==> src/hw/rtl/dcom_pkg.sv <==
// Shared types and constants for the calibrated offset-to-DAC-code mapper.
// Holds calibration register indexes, reset codes and pipeline stage structs.
// No dependencies.
package dcom_pkg;

  localparam int NUM_CAL   = 7;
  localparam int CODE_W    = 12;
  localparam int MV_W      = 16;
  localparam int CAL_IDX_W = 3;
  localparam int MAG_W     = 19;  // |diff| * offset + bias, worst case 507904
  localparam int QUO_W     = 13;  // quotient, worst case 4914

  typedef logic [CODE_W-1:0]               code_t;
  typedef logic signed [MV_W-1:0]          mv_t;
  typedef logic [NUM_CAL-1:0][CODE_W-1:0]  cal_bank_t;
  typedef logic [CAL_IDX_W-1:0]            cal_idx_t;

  // Calibration register indexes, highest voltage first.
  localparam cal_idx_t CAL_POS375 = 3'd0;
  localparam cal_idx_t CAL_POS250 = 3'd1;
  localparam cal_idx_t CAL_POS125 = 3'd2;
  localparam cal_idx_t CAL_ZERO   = 3'd3;
  localparam cal_idx_t CAL_NEG125 = 3'd4;
  localparam cal_idx_t CAL_NEG250 = 3'd5;
  localparam cal_idx_t CAL_NEG375 = 3'd6;

  localparam code_t CAL_RST_POS375 = 12'd2450;
  localparam code_t CAL_RST_POS250 = 12'd2300;
  localparam code_t CAL_RST_POS125 = 12'd2137;
  localparam code_t CAL_RST_ZERO   = 12'd1950;
  localparam code_t CAL_RST_NEG125 = 12'd1800;
  localparam code_t CAL_RST_NEG250 = 12'd1630;
  localparam code_t CAL_RST_NEG375 = 12'd1450;

  localparam code_t CODE_MAX = 12'd4095;

  // Segment geometry in mV (125 mV segments, span +/-375 mV).
  localparam logic [9:0] SEG_MV  = 10'd125;
  localparam logic signed [MV_W:0] SPAN_MV = 17'(3 * SEG_MV);
  localparam logic [9:0] SEG_B1  = SEG_MV;
  localparam logic [9:0] SEG_B2  = 10'(2 * SEG_MV);
  localparam logic [9:0] SEG_B3  = 10'(3 * SEG_MV);
  localparam logic [9:0] SEG_B4  = 10'(4 * SEG_MV);
  localparam logic [9:0] SEG_B5  = 10'(5 * SEG_MV);

  // Extrapolation slope 6/5; floor(x/5) and floor(x/125) by reciprocal.
  localparam logic [6:0]  EXT_SLOPE_NUM = 7'd6;
  localparam logic [6:0]  BIAS_DIV5     = 7'd4;
  localparam logic [6:0]  BIAS_DIV125   = 7'(SEG_MV - 1);
  localparam logic [14:0] RECIP_DIV5    = 15'd26215;   // ceil(2^17 / 5)
  localparam logic [19:0] RECIP_DIV125  = 20'((2**26 + SEG_MV - 1) / SEG_MV);  // ceil(2^26 / 125)

  typedef struct packed {
    code_t             base;
    logic              neg;
    logic              div5;
    logic [MAG_W-1:0]  mag;
  } mul_stage_t;

  typedef struct packed {
    code_t             base;
    logic              neg;
    logic [QUO_W-1:0]  quo;
  } div_stage_t;

endpackage

==> src/hw/rtl/dac_calibrated_offset_mapper.sv <==
// Calibrated offset-to-DAC-code mapper, top level.
// Depends on dcom_pkg, dcom_cfg, dcom_seg and dcom_div.
//
// Usage:
//   in_*  : one transaction per offset request, in_tdata = offset_mv (signed mV).
//   out_* : one transaction per new DAC code, out_tdata[11:0] = dac_code.
//           A code equal to the previously computed one produces no transaction.
//   cfg_* : writes calibration code cfg_index (0 = +375 mV ... 6 = -375 mV);
//           cfg_ready is always high, index 7 is ignored. Write only while idle.
// Timing:
//   Pipeline of input register, multiply stage, divide stage and output register.
//   out_tvalid is registered. One request is taken every cycle while in_tready
//   is high, set by the single multiply and the reciprocal divide per stage.
// Reset: calibration codes return to their factory values, last code to 0,
//   the pipeline empties.
// Stall: while out_tready is low, requests whose code is unchanged still drain;
//   a changed code waits in the divide stage and the stages behind it fill up,
//   after which in_tready drops.
module dac_calibrated_offset_mapper
  import dcom_pkg::*;
(
  input  logic        clk,
  input  logic        rst_n,
  input  logic        in_tvalid,
  output logic        in_tready,
  input  logic [15:0] in_tdata,    // [15:0] offset_mv
  output logic        out_tvalid,
  input  logic        out_tready,
  output logic [15:0] out_tdata,   // [11:0] dac_code, [15:12] zero
  input  logic        cfg_valid,
  output logic        cfg_ready,
  input  cal_idx_t    cfg_index,
  input  code_t       cfg_data
);

  cal_bank_t  cal;
  mv_t        mv_r;
  logic       v0_r;
  mul_stage_t op_nxt;
  mul_stage_t op_r;
  logic       v1_r;
  div_stage_t dv_nxt;
  div_stage_t dv_r;
  logic       v2_r;
  code_t      last_code_r;
  code_t      out_code_r;
  logic       out_tvalid_r;

  logic signed [14:0] code_raw;
  code_t              code_nxt;
  logic               changed;
  logic               out_free;
  logic               rdy0;
  logic               rdy1;
  logic               rdy2;

  dcom_cfg u_cfg (
    .clk       (clk),
    .rst_n     (rst_n),
    .cfg_valid (cfg_valid),
    .cfg_ready (cfg_ready),
    .cfg_index (cfg_index),
    .cfg_data  (cfg_data),
    .cal       (cal)
  );

  dcom_seg u_seg (
    .mv  (mv_r),
    .cal (cal),
    .op  (op_nxt)
  );

  dcom_div u_div (
    .op  (op_r),
    .res (dv_nxt)
  );

  // final add and saturate
  always_comb begin
    if (dv_r.neg) begin
      code_raw = $signed({3'd0, dv_r.base}) - $signed({2'd0, dv_r.quo});
    end else begin
      code_raw = $signed({3'd0, dv_r.base}) + $signed({2'd0, dv_r.quo});
    end
    if (code_raw < 15'sd0) begin
      code_nxt = '0;
    end else if (code_raw > $signed({3'd0, CODE_MAX})) begin
      code_nxt = CODE_MAX;
    end else begin
      code_nxt = code_raw[CODE_W-1:0];
    end
  end

  assign changed  = (code_nxt != last_code_r);
  assign out_free = !out_tvalid_r || out_tready;
  // unchanged codes retire without needing the output register
  assign rdy2     = !v2_r || !changed || out_free;
  assign rdy1     = !v1_r || rdy2;
  assign rdy0     = !v0_r || rdy1;

  assign in_tready  = rdy0;
  assign out_tvalid = out_tvalid_r;
  assign out_tdata  = {4'd0, out_code_r};

  always_ff @(posedge clk) begin
    if (!rst_n) begin
      v0_r         <= 1'b0;
      v1_r         <= 1'b0;
      v2_r         <= 1'b0;
      out_tvalid_r <= 1'b0;
      last_code_r  <= '0;
    end else begin
      if (rdy0) v0_r <= in_tvalid;
      if (rdy1) v1_r <= v0_r;
      if (rdy2) v2_r <= v1_r;
      if (v2_r && rdy2) last_code_r <= code_nxt;
      if (v2_r && rdy2 && changed) begin
        out_tvalid_r <= 1'b1;
      end else if (out_tready) begin
        out_tvalid_r <= 1'b0;
      end
    end
  end

  always_ff @(posedge clk) begin
    if (in_tvalid && rdy0) mv_r <= in_tdata;
    if (v0_r && rdy1) op_r <= op_nxt;
    if (v1_r && rdy2) dv_r <= dv_nxt;
    if (v2_r && rdy2 && changed) out_code_r <= code_nxt;
  end

endmodule

==> src/hw/rtl/dcom_cfg.sv <==
// Calibration register bank of the offset mapper.
// Seven 12-bit codes written through the configuration channel.
// Depends on dcom_pkg.
module dcom_cfg
  import dcom_pkg::*;
(
  input  logic      clk,
  input  logic      rst_n,
  input  logic      cfg_valid,
  output logic      cfg_ready,
  input  cal_idx_t  cfg_index,
  input  code_t     cfg_data,
  output cal_bank_t cal
);

  cal_bank_t cal_r;

  assign cfg_ready = 1'b1;
  assign cal       = cal_r;

  always_ff @(posedge clk) begin
    if (!rst_n) begin
      cal_r[CAL_POS375] <= CAL_RST_POS375;
      cal_r[CAL_POS250] <= CAL_RST_POS250;
      cal_r[CAL_POS125] <= CAL_RST_POS125;
      cal_r[CAL_ZERO]   <= CAL_RST_ZERO;
      cal_r[CAL_NEG125] <= CAL_RST_NEG125;
      cal_r[CAL_NEG250] <= CAL_RST_NEG250;
      cal_r[CAL_NEG375] <= CAL_RST_NEG375;
    end else if (cfg_valid) begin
      case (cfg_index)
        CAL_POS375: cal_r[CAL_POS375] <= cfg_data;
        CAL_POS250: cal_r[CAL_POS250] <= cfg_data;
        CAL_POS125: cal_r[CAL_POS125] <= cfg_data;
        CAL_ZERO:   cal_r[CAL_ZERO]   <= cfg_data;
        CAL_NEG125: cal_r[CAL_NEG125] <= cfg_data;
        CAL_NEG250: cal_r[CAL_NEG250] <= cfg_data;
        CAL_NEG375: cal_r[CAL_NEG375] <= cfg_data;
        default: ;  // unused index, write dropped
      endcase
    end
  end

endmodule

==> src/hw/rtl/dcom_seg.sv <==
// Segment select and slope multiply of the offset mapper.
// Picks interpolation or extrapolation, forms base code and |slope*offset|+bias.
// Depends on dcom_pkg.
module dcom_seg
  import dcom_pkg::*;
(
  input  mv_t        mv,
  input  cal_bank_t  cal,
  output mul_stage_t op
);

  logic signed [MV_W:0] mv_x;
  logic signed [MV_W:0] up_d;
  logic signed [MV_W:0] dn_d;
  logic signed [MV_W:0] span_u;
  logic [9:0]           u;
  logic [2:0]           seg;
  logic [9:0]           seg_base;
  logic [6:0]           t;
  code_t                lo;
  code_t                hi;
  logic signed [12:0]   diff;
  code_t                mul_a;
  logic [6:0]           mul_b;
  logic [6:0]           bias;

  always_comb begin
    mv_x     = {mv[MV_W-1], mv};
    up_d     = mv_x - SPAN_MV;
    dn_d     = -mv_x - SPAN_MV;
    span_u   = mv_x + SPAN_MV;
    u        = span_u[9:0];
    seg      = 3'd0;
    seg_base = 10'd0;
    t        = '0;
    lo       = cal[CAL_NEG375];
    hi       = cal[CAL_NEG250];
    diff     = 13'sd0;
    mul_a    = '0;
    mul_b    = '0;
    bias     = '0;
    op.base  = '0;
    op.neg   = 1'b0;
    op.div5  = 1'b0;

    if (mv_x >= SPAN_MV) begin
      // above the span: clamp the distance, anything past 4095 saturates
      mul_a   = (up_d > $signed({5'd0, CODE_MAX})) ? CODE_MAX : up_d[CODE_W-1:0];
      mul_b   = EXT_SLOPE_NUM;
      op.base = cal[CAL_POS375];
      op.div5 = 1'b1;
    end else if (mv_x < -SPAN_MV) begin
      // below the span: floor of a negative slope term, as a ceil of the magnitude
      mul_a   = (dn_d > $signed({5'd0, CODE_MAX})) ? CODE_MAX : dn_d[CODE_W-1:0];
      mul_b   = EXT_SLOPE_NUM;
      bias    = BIAS_DIV5;
      op.base = cal[CAL_NEG375];
      op.neg  = 1'b1;
      op.div5 = 1'b1;
    end else begin
      if (u >= SEG_B5) begin
        seg = 3'd5;  seg_base = SEG_B5;
      end else if (u >= SEG_B4) begin
        seg = 3'd4;  seg_base = SEG_B4;
      end else if (u >= SEG_B3) begin
        seg = 3'd3;  seg_base = SEG_B3;
      end else if (u >= SEG_B2) begin
        seg = 3'd2;  seg_base = SEG_B2;
      end else if (u >= SEG_B1) begin
        seg = 3'd1;  seg_base = SEG_B1;
      end
      case (seg)
        3'd0:    begin lo = cal[CAL_NEG375]; hi = cal[CAL_NEG250]; end
        3'd1:    begin lo = cal[CAL_NEG250]; hi = cal[CAL_NEG125]; end
        3'd2:    begin lo = cal[CAL_NEG125]; hi = cal[CAL_ZERO];   end
        3'd3:    begin lo = cal[CAL_ZERO];   hi = cal[CAL_POS125]; end
        3'd4:    begin lo = cal[CAL_POS125]; hi = cal[CAL_POS250]; end
        default: begin lo = cal[CAL_POS250]; hi = cal[CAL_POS375]; end
      endcase
      t       = 7'(u - seg_base);
      diff    = $signed({1'b0, hi}) - $signed({1'b0, lo});
      op.neg  = diff[12];
      mul_a   = diff[12] ? 12'(-diff) : diff[CODE_W-1:0];
      mul_b   = t;
      bias    = diff[12] ? BIAS_DIV125 : 7'd0;
      op.base = lo;
    end

    op.mag = MAG_W'(mul_a) * MAG_W'(mul_b) + MAG_W'(bias);
  end

endmodule

==> src/hw/rtl/dcom_div.sv <==
// Constant divide stage of the offset mapper.
// floor(mag/5) or floor(mag/125) by reciprocal multiply, exact over the input range.
// Depends on dcom_pkg.
module dcom_div
  import dcom_pkg::*;
(
  input  mul_stage_t op,
  output div_stage_t res
);

  logic [29:0] prod5;
  logic [38:0] prod125;

  always_comb begin
    prod5    = op.mag[14:0] * RECIP_DIV5;
    prod125  = op.mag * RECIP_DIV125;
    res.base = op.base;
    res.neg  = op.neg;
    res.quo  = op.div5 ? prod5[29:17] : prod125[38:26];
  end

endmodule
==> config.mk <==
export PLATFORM = sky130hd
export DESIGN_NAME = dac_calibrated_offset_mapper
export DESIGN_NICKNAME = d
export VERILOG_FILES = /design/src/hw/rtl/dcom_pkg.sv /design/src/hw/rtl/dac_calibrated_offset_mapper.sv /design/src/hw/rtl/dcom_cfg.sv /design/src/hw/rtl/dcom_seg.sv /design/src/hw/rtl/dcom_div.sv
export SDC_FILE = /design/constraint.sdc
export NUM_CORES = 1
export LEC_CHECK = 0
export BUFFER_PORTS_ARGS = -buffer_cell sky130_fd_sc_hd__buf_2
export CAP_MARGIN = 40
export CORE_MARGIN = 3
export CORE_UTILIZATION = 50
export CTS_CLUSTER_SIZE = 14
export DETAILED_ROUTE_END_ITERATION = 10
export PLACE_DENSITY = 0.62
export SLEW_MARGIN = 20
export SYNTH_ARGS = -nofsm -noshare
export SYNTH_HDL_FRONTEND = slang
export SYNTH_HIERARCHICAL = 1
export SYNTH_SLANG_ARGS = --single-unit
==> constraint.sdc <==
create_clock -name clk -period 23.1 [get_ports clk]
set_input_delay 6.93 -clock clk [delete_from_list [all_inputs] [get_ports clk]]
set_output_delay 6.93 -clock clk [all_outputs]
set_load 0.02 [all_outputs]
==> run metrics <==
core area=0.0481 sq mm; critical path peak fanout=5; I/O Pins=55; storage element area=0.00461 sq mm; Yosys top cell area share=18.6%; worst hold path stage count=0; CTS sink cnt=around 190; Rows=80; Worst Tran Pin Value=0.901 ns; kind of critical path=in2out; share of cells above drive strength 1=7.83%; largest net degree at the start of global routing=72; Pre-antenna DRT Iters=5; die width=approximately 230 um; CTS Buffer Depth=2; Clock Skews=0.0212 ns; cell count of the worst reg-to-reg path=41; Max Slew Vio Count=0; Hold Buf Count CTS=0; Synth Cell Area=0.0245 sq mm; Final Hold Vio Count=0; initial antenna violation count=2; worst reg2reg setup slack=12.35 ns; vias in the first global route=18900; H-Tree Level Count=4; CTS tree=yes; Crit. End Element=output pin; Setup TNS Final=0 ns; HP Class=reg2reg; Avg WL per Cell=18.9 um; layout filler cell count=4389; post-synthesis cell count=2623; Synth async-reset ratio=0%; area of the multi-input gates=0.0178 sq mm; relative slew slack=39.8%; synth cell count leaders=inv_1, ha_1, fa_1, nand2_1, nor2_1; Yosys cell types=around 120; total CTS buffers=17; syn avg cell area=roughly 9.4 sq um; PnR worst setup slack=8.27 ns; Worst Setup Start Kind=primary input; hold path endpoint=dv_r[15]$_DFFE_PP_; dpl cells=3240; I/O Buffers=49; final wirelength=about 62000 um; All-Layer GR Usage=24.5%; Seq/Total Area, Yosys=18.8%; yosys warns=6; Die ar.=approximately 0.052 sq mm; area grow syn2layout=5.12%; # Post-CTS Setup Buffers=0; gpl congestion=0.891; Fmax=0.0674 GHz; Post-layout nets=3216; insertion delay of the later-clocked pin in the worst-skew pair=0.47 ns; Routed Antenna Nets=0; total number of vias=18700; most frequent cell after synthesis=inv_1; ant diodes=0; Max-Cap Viols=0; EDFF count, synth=87; RSZ-0062 raised after global routing=false; total grt overflow=0; PostCTS Resize Cnt=0; post-route clock period utilization=64.2%; routed vias/inst=5.70; # DRC=0; top cell type by total area after synthesis=ha_1; FF+latch count, synth=187; hold path start=op_r[22]$_DFFE_PP_; WP data arrival=approximately 8 ns; first-pass GRT wire length=101000 um; minimum clock period=14.83 ns; DP Worst Slack=8.28 ns; Starting Density=51.0%; DR iter-0 viols=937; worst path required time=16.17 ns; top_reg_cell synth=dfxtp_1; die span in y=228 um; hpwl dp=49300 um; Root Driver=clkbuf_16; reg2reg end=op_r[18]$_DFFE_PP_; outcome=finished clean; Setup Viol. Count Final=0; utilization after layout=53.6%; non-filler cells in the finished layout=around 3300; Clock transition at path regs=~0.07 ns; Area contributors post-synth=ha_1, fa_1, edfxtp_1; Worst R2R Start=mv_r[0]$_DFFE_PP_
## per-stage QoR
step	hold WS [ns]	cell area (sq um)
after floorplan	0.448	24600
after global routing	0.446	25800
after detailed placement	0.410	25200
after CTS	0.427	25800
after global placement	0.406	25100
final	0.424	25800
## registers in the layout, indices dropped and copies added, names as in the netlist
name and count:
dv_r 26, out_code_r 12, mv_r 16, v2_r 1, out_tvalid 1, op_r 33, last_code_r 12, u_cfg/cal 84
v0_r 1, v1_r 1
## cells by family after synthesis
family / Yosys count / share of synthesized area (%)
compound gates: 500 / 15.5
xor+xnor: 82 / 2.96
fa+ha+maj: 576 / 35.8
buf+inv: 500 / 8.63
flops: 187 / 18.8
mux: 108 / 4.46
other cells: 2 / 0.0306
simple gates: 668 / 13.9
## cell type report
cell class,instances,area share [%]
Sequential cell,187,17.9
Timing Repair Buffer,70,1.70
Multi-Input combinational cell,1939,69.1
Clock inverter,15,0.786
Tap cell,656,3.18
Inverter,389,5.66
Clock buffer,17,1.65
## critical path: stages
cell	delay, ns
buf_2	0.10
nor2b_1	0.29
nand3_1	0.14
or2_2	0.28
buf_2	0.16
## metal layers
layer,vias up,track usage (%),wire length [um]
li1,9013,-,-
met3,85,2.68,2140
met1,9158,32.8,28200
met4,0,5.95,1220
met2,408,42.7,30300
met5,-,0,0
## cell usage in the layout, fill, tap and decap left out, types with 30 or more instances in the layout
cell type / n
inv_1: 387
ha_1: 365
fa_1: 211
nand2_1: 196
nor2_1: 154
a21oi_1: 109
mux2i_1: 107
dfxtp_1: 100
edfxtp_1: 87
nor2b_1: 74
xnor2_1: 63
o21ai_0: 55
buf_2: 49
nor3_1: 43
o21a_1: 36
nand3_1: 35
a21o_1: 30
## worst max path at each step
stage          slack, ns       start        end
3_5_place_dp        8.28  out_tready  in_tready
5_1_grt             8.22  out_tready  in_tready
3_3_place_gp        8.31  out_tready  in_tready
4_1_cts             8.27  out_tready  in_tready
6_report            8.27  out_tready  in_tready
2_1_floorplan       8.57  out_tready  in_tready
Power is left out: the tool's default activity adds up to more than one toggle a clock period on the data nets, which glitch-free logic cannot reach.
